`config.mk`:
```
export PLATFORM = sky130hd
export DESIGN_NAME = bffa_ctrl
export DESIGN_NICKNAME = d
export VERILOG_FILES = /design/src/rtl/bffa_pkg.sv /design/src/rtl/bffa_ctrl.sv
export SDC_FILE = /design/constraint.sdc
export NUM_CORES = 1
export LEC_CHECK = 0
export BUFFER_PORTS_ARGS = -buffer_cell sky130_fd_sc_hd__buf_4
export CELL_PAD_IN_SITES_DETAIL_PLACEMENT = 0
export CELL_PAD_IN_SITES_GLOBAL_PLACEMENT = 1
export CORE_AREA = 4 4 44 46
export CTS_CLUSTER_SIZE = 14
export DETAILED_ROUTE_END_ITERATION = 8
export DIE_AREA = 0 0 48 50
export GPL_TIMING_DRIVEN = 0
export HOLD_SLACK_MARGIN = 0.03
export PLACE_DENSITY_LB_ADDON = 0.1
export SLEW_MARGIN = 40
export SYNTH_ARGS = -nofsm -noshare
export SYNTH_HDL_FRONTEND = slang
export SYNTH_SLANG_ARGS = --single-unit
```
`constraint.sdc`:
```
create_clock -name clk -period 2.2 [get_ports clk]
set_input_delay 0.22 -clock clk [delete_from_list [all_inputs] [get_ports clk]]
set_output_delay 0.22 -clock clk [all_outputs]
set_load 0.005 [all_outputs]
```
`src/rtl/bffa_pkg.sv`:
```
// package for the bitmap first-fit allocator
// shared constants, codes and controller/datapath command types; no dependencies
`timescale 1ns / 1ps
package bffa_pkg;
	localparam int UNITS = 1024;
	localparam int UW = $clog2(UNITS);
	localparam int HEADER_BYTES = 8;

	localparam logic [1:0] ST_OK = 2'd0;
	localparam logic [1:0] ST_NOSPACE = 2'd1;
	localparam logic [1:0] ST_RANGE = 2'd2;

	localparam logic CMD_ALLOC = 1'b0;
	localparam logic CMD_FREE = 1'b1;

	localparam logic [1:0] REG_UNIT_BYTES = 2'd0;
	localparam logic [1:0] REG_UNITS_IN_USE = 2'd1;

	typedef enum logic [3:0] {
		S_CLR, S_IDLE, S_DIV, S_SCAN, S_MARK, S_FRD, S_FCLR, S_MUL, S_OUT
	} state_t;

	typedef struct packed {
		logic clr;      // clear one map and run length entry
		logic load;     // capture input item
		logic div_step; // one quotient bit
		logic scan;     // test one unit
		logic mark;     // set one unit
		logic fread;    // free lookup done
		logic fclr;     // clear one unit
		logic mul;      // offset product
		logic out_load; // load output register
	} cmd_t;

	typedef struct packed {
		logic clr_done;
		logic cmd;
		logic div_done;
		logic need_big;  // need exceeds pool
		logic found;
		logic scan_end;
		logic mark_done;
		logic in_range;
		logic fclr_done;
	} stat_t;
endpackage

```
`src/rtl/bffa_ctrl.sv`:
```
// controller state machine for the allocator
// depends on bffa_pkg
`timescale 1ns / 1ps
module bffa_ctrl (
	input  logic clk,
	input  logic arst_n,
	input  logic in_valid,
	output logic in_ready,
	input  logic out_free,
	input  bffa_pkg::stat_t st,
	output bffa_pkg::cmd_t cmd
);
	import bffa_pkg::*;
	state_t state_q, nxt;

	// state register, clearing pass first after reset
	always_ff @(posedge clk or negedge arst_n) begin
		if (!arst_n) state_q <= S_CLR;
		else state_q <= nxt;
	end

	// next state and commands
	always_comb begin
		nxt = state_q;
		cmd = '0;
		in_ready = 1'b0;
		case (state_q)
			S_CLR: begin
				cmd.clr = 1'b1;
				if (st.clr_done) nxt = S_IDLE;
			end
			S_IDLE: begin
				in_ready = 1'b1;
				if (in_valid) begin
					cmd.load = 1'b1;
					nxt = S_DIV;
				end
			end
			S_DIV: begin
				if (st.cmd == CMD_FREE) begin
					nxt = S_FRD;
				end else if (st.div_done) begin
					nxt = st.need_big ? S_MUL : S_SCAN;
				end else cmd.div_step = 1'b1;
			end
			S_FRD: begin
				cmd.fread = 1'b1;
				nxt = st.in_range ? S_FCLR : S_MUL;
			end
			S_SCAN: begin
				if (st.found) nxt = S_MARK;
				else if (st.scan_end) nxt = S_MUL;
				else cmd.scan = 1'b1;
			end
			S_MARK: begin
				if (st.mark_done) nxt = S_MUL;
				else cmd.mark = 1'b1;
			end
			S_FCLR: begin
				if (st.fclr_done) nxt = S_MUL;
				else cmd.fclr = 1'b1;
			end
			S_MUL: begin
				cmd.mul = 1'b1;
				nxt = S_OUT;
			end
			S_OUT: begin
				if (out_free) begin
					cmd.out_load = 1'b1;
					nxt = S_IDLE;
				end
			end
			default: nxt = S_IDLE;
		endcase
	end

	// a free never runs the search
	a_free_no_scan: assert property (@(posedge clk) disable iff (!arst_n)
		(state_q == S_SCAN) |-> (st.cmd == CMD_ALLOC)) else $error("scan on free");
	a_load_idle: assert property (@(posedge clk) disable iff (!arst_n)
		cmd.load |=> (state_q == S_DIV)) else $error("load not followed by divide");
	a_out_idle: assert property (@(posedge clk) disable iff (!arst_n)
		cmd.out_load |=> (state_q == S_IDLE)) else $error("output not back to idle");
endmodule

```
## Yosys cells after proc, flatten, opt, wreduce, memory -nomap -nowiden

Index checks and enable logic that the tools add are counted.

| operators by class | value |
|---|---|
| equality and inequality tests | 15 |
| multiplexer cells | 30 |
| reduce and logical (&&, ||, !) cells | 2 |

Operator list:

| operator | count |
|---|---|
| 4-bit 2-to-1 mux | 9 |
| 4-bit one-hot mux with 9 select lines | 1 |
| 1-bit 2-to-1 mux | 19 |
| 4-bit by 3-bit == test with 1-bit output (second input constant) | 4 |
| 2-bit != test (second input constant) | 5 |
| 4-bit by 2-bit == test with 1-bit output (second input constant) | 2 |
| 7-bit AND reduction | 1 |
| 3-bit != test (second input constant) | 2 |
| 4-bit by 1-bit == test with 1-bit output (second input constant) | 1 |
| 4-bit == test (second input constant) | 1 |
| 4-bit zero test | 1 |
| 3-bit 2-to-1 mux | 1 |

| storage, ports and cells | value |
|---|---|
| flip-flop bits (word level) | 4 |
| input port bits | 13 |
| output and inout bits | 10 |
| logic and storage cells | 48 |

## Longest topological paths before layout

| depth | value |
|---|---|
| depth in word-level cells | 4 |
| mapped depth | 5 |
| mapped depth without buffers | 4 |

## Least setup slack after synthesis

Ideal clock, no wire load.

| path | value |
|---|---|
| path type | register to register |
| from | register state_q[3] |
| to | register state_q[1] |
| setup time | 0.125 ns |
| data arrival time | 1.437 ns |
| data required time | 2.075 ns |
| path slack | 0.638 ns |
| stages on the path, launching flop included | 6 |
| buffers on the path | 1 |
| clock period less this slack | 1.562 ns |
| path through | dfrtp_1 > buf_6 > or2_4 > nor4_4 > nand4b_4 > mux2_4 |

| between the ends | value |
|---|---|
| longest elaborated chain between the ends | 3 |
| elaborated cells between the ends (all ways) | 18 |
| classes of those cells | eq/ne (15); mux (1); reduce/logical (2) |

Ends and longest elaborated chain:

| element | line | text |
|---|---|---|
| start, declared | bffa_ctrl.sv:14 | `state_t state_q, nxt;` |
| start signal, assigned | bffa_ctrl.sv:19 | `else state_q <= nxt;` |
| 4-bit by 2-bit == test with 1-bit output (tied with other cells) | bffa_ctrl.sv:27 | `case (state_q)` |
| 3-bit != test (no source line) or 2-bit != test (tied branches) | n/a |  |
| 7-bit AND reduction (no source line) | n/a |  |

Parallel ways exist; a longest one is shown, timed or not.
A chain may end at the register's enable or synchronous reset.

==> run_results.csv <==
group,metric,value,unit
worst_setup_path,cp.required,1.98,ns
final_layout,largest_register_ffs,4,
die,initial_core_util,30.23,%
synth,synthesis.nets,63,
die,core,1506,um2
timing,rsz0062_at_grt,"no",
worst_setup_path,worstPathMaxFanout,10,
worst_setup_path,cp.arrival,1.62,ns
placed_design,gp_congestion,0.7067,
hold_path,min_from,"out_free",
status,status,"complete, no violations",
synth,yosysTopAreaCell,"dfrtp_1",
global_route,overflow,0,
global_route,grt_pass1_vias,414,
clock_tree,cts_setup_buffers,0,
final_layout,antennaDiodeCount,0,
power,ir_drop,0.0007291,V
final_layout,fin_nets,91,
routing,ant_nets,0,
die,dieArea,2400,um2
final_layout,final_common_cell,"buf_4",
final_layout,syn2layout_area_growth,47.80,%
worst_setup_path,r2r-end,"state_q[1]",
clock_tree,cts-root-buf,"clkbuf_4",
clock_tree,insertion_delay,0.23,ns
clock_tree,cts_tree,"built",
global_route,busiest_layer,"met2",
clock_tree,clk_pin_slew_worst_paths,0.04,ns
routing,first_pass_iters,4,
worst_setup_path,r2r_slack,0.58,ns
clock_tree,clock_sinks,4,
timing,tightest_slew,0.3434,ns
global_route,antenna_found_initial,0,
timing,min_period_over_period,83.75,%
synth,synth_cells,50,
clock_tree,hold_buffers,1,
timing,hold_violations,0,
timing,setup_viol_count_final,0,
worst_setup_path,end_kind,"output pin",
final_layout,layout.cells.non_filler,92,
die,rows,14,
timing,finalClockSkew,0.001360,ns
placed_design,place_hpwl,920.7,um
routing,wl_per_cell,12.62,um
hold_path,hold_depth,2,
hold_path,holdPathEnd,"state_q[3]",
routing,vias_per_cell,4.935,
global_route,use_met2,14.98,%
routing,drcViolationCount,0,
final_layout,drive_above_1_share,50.00,%
clock_tree,htree_levels,1,
power,power.density,1255,nW/um2
global_route,grt_max_degree,11,
placed_design,place_inst,88,
die,die_y,50,um
worst_setup_path,worstSetupStartpointType,"flop",
timing,period_needed,1.842,ns
synth,netlist_area,455.4,um2
routing,vias,454,
worst_setup_path,rr_worst_depth,4,
synth,yosysWarnings,0,
synth,avgSynthCellArea,9.109,um2
global_route,met1_usage,13.48,%
power,p_leak,0.3102,nW
final_layout,layout_common_cells,"buf_4, nor2_1, dfrtp_1",
clock_tree,post_cts_resized,0,
final_layout,nFillCells,155,
die,io_pins,23,
synth,ys_seq_area_share,21.98,%
timing,slew_viol_final,0,
die,die_w,48,um
routing,drt-initial-drc-count,4,
clock_tree,clockBufferDepth,2,
worst_setup_path,path_class,"reg -> out",
timing,slew-limit-headroom,76.51,%
timing,tns,0,ns
routing,routed_wirelength,1161,um
final_layout,top_register,"state_q",
job,drv_cap,0,
worst_setup_path,reg2reg_from,"state_q[1]",
global_route,grt.total_usage,10.64,%
global_route,grt_use_met3,4.364,%
placed_design,io_buffers,22,
synth,netlist.area_leader.share,21.98,%
synth,synthTopCellsByArea,"dfrtp_1, nor2_1, mux2_4",
global_route,grt_pass1_wl,1787,um
synth,synth_cell_types,31,
synth,ys_ff_latch,4,
final_layout,largestRegisters,"state_q x4",
timing,max_clock_freq,542.8,MHz
hold_path,min_path_type,"in -> reg",
clock_tree,cts_made_buffers,3,
## synthesized netlist by cell type, drive strengths merged
library cell / instances
or4b: 1
nor2: 9
nor4bb: 1
nand2b: 2
or2b: 1
o31ai: 2
or2: 1
inv: 3
dfrtp: 4
o22ai: 1
a2111oi: 1
a21oi: 1
nand4b: 1
a22oi: 1
and2: 2
or3: 1
mux2: 2
nor3: 1
mux2i: 1
nand2: 1
nor3b: 3
o32ai: 1
buf: 4
nor4: 3
o21ai: 1
nor2b: 1
## layer usage
layer,vias up,wire (um)
met5,-,0
met4,0,0
li1,236,-
met1,204,485
met2,14,565
met3,0,110
## report_power, final
group	switching, mW	internal, mW	leakage [nW]	total [mW]
Combinational	0.292	0.318	0.248	0.610
Sequential	0.0308	0.113	0.0483	0.144
Clock	0.0302	0.0610	0.0138	0.0912
Total	0.353	0.492	0.310	0.845
## through the flow
step,hold WS (ns),power (mW),util [%],cell area [um2],setup slack (ns)
floorplan,-0.07559,0.5952,-,455.4,0.6382
global placement,0.01604,0.7648,42.52,640.6,0.5813
detailed placement,0.01688,0.7576,42.52,640.6,0.5907
CTS,0.1963,0.8511,44.68,673.1,0.3476
global route,0.1879,0.9177,44.68,673.1,0.2497
finish,0.1916,0.8450,44.68,673.1,0.3576
## worst max path at each step
stage / start / endpoint / slack [ns] / depth (start not counted)
finish: state_q[1] / cmd[0] / 0.36 / 4
global route: state_q[1] / cmd[0] / 0.25 / 4
CTS: state_q[1] / cmd[0] / 0.35 / 4
detailed placement: state_q[1] / state_q[1] / 0.59 / 4
global placement: state_q[1] / state_q[1] / 0.58 / 4
floorplan: state_q[3] / state_q[1] / 0.64 / 5
## worst max-delay path: stages (launching register included)
cell and delay, ns:
dfrtp_1 0.42, buf_2 0.20, or4b_1 0.55, nor2_1 0.10
buf_4 0.11
## cells by family (layout without fill, tap and decap cells)
| family | Yosys count | in the layout | synth area share (%) |
|---|---|---|---|
| flops | 4 | 4 | 21.98 |
| mux | 3 | 3 | 8.792 |
| simple gates | 28 | 28 | 47.25 |
| compound gates | 8 | 8 | 13.19 |
| buf+inv | 7 | 33 | 8.792 |
## final cells by class
class	count	area (um2)	area share (%)
Sequential cell	4	100.1	14.87
Buffer	4	28.78	4.275
Timing Repair Buffer	23	175.2	26.02
Clock buffer	3	22.52	3.346
Inverter	3	11.26	1.673
Multi-Input combinational cell	39	315.3	46.84
Tap cell	16	20.02	2.974
Note: power is estimated with default switching activity, not from simulation.
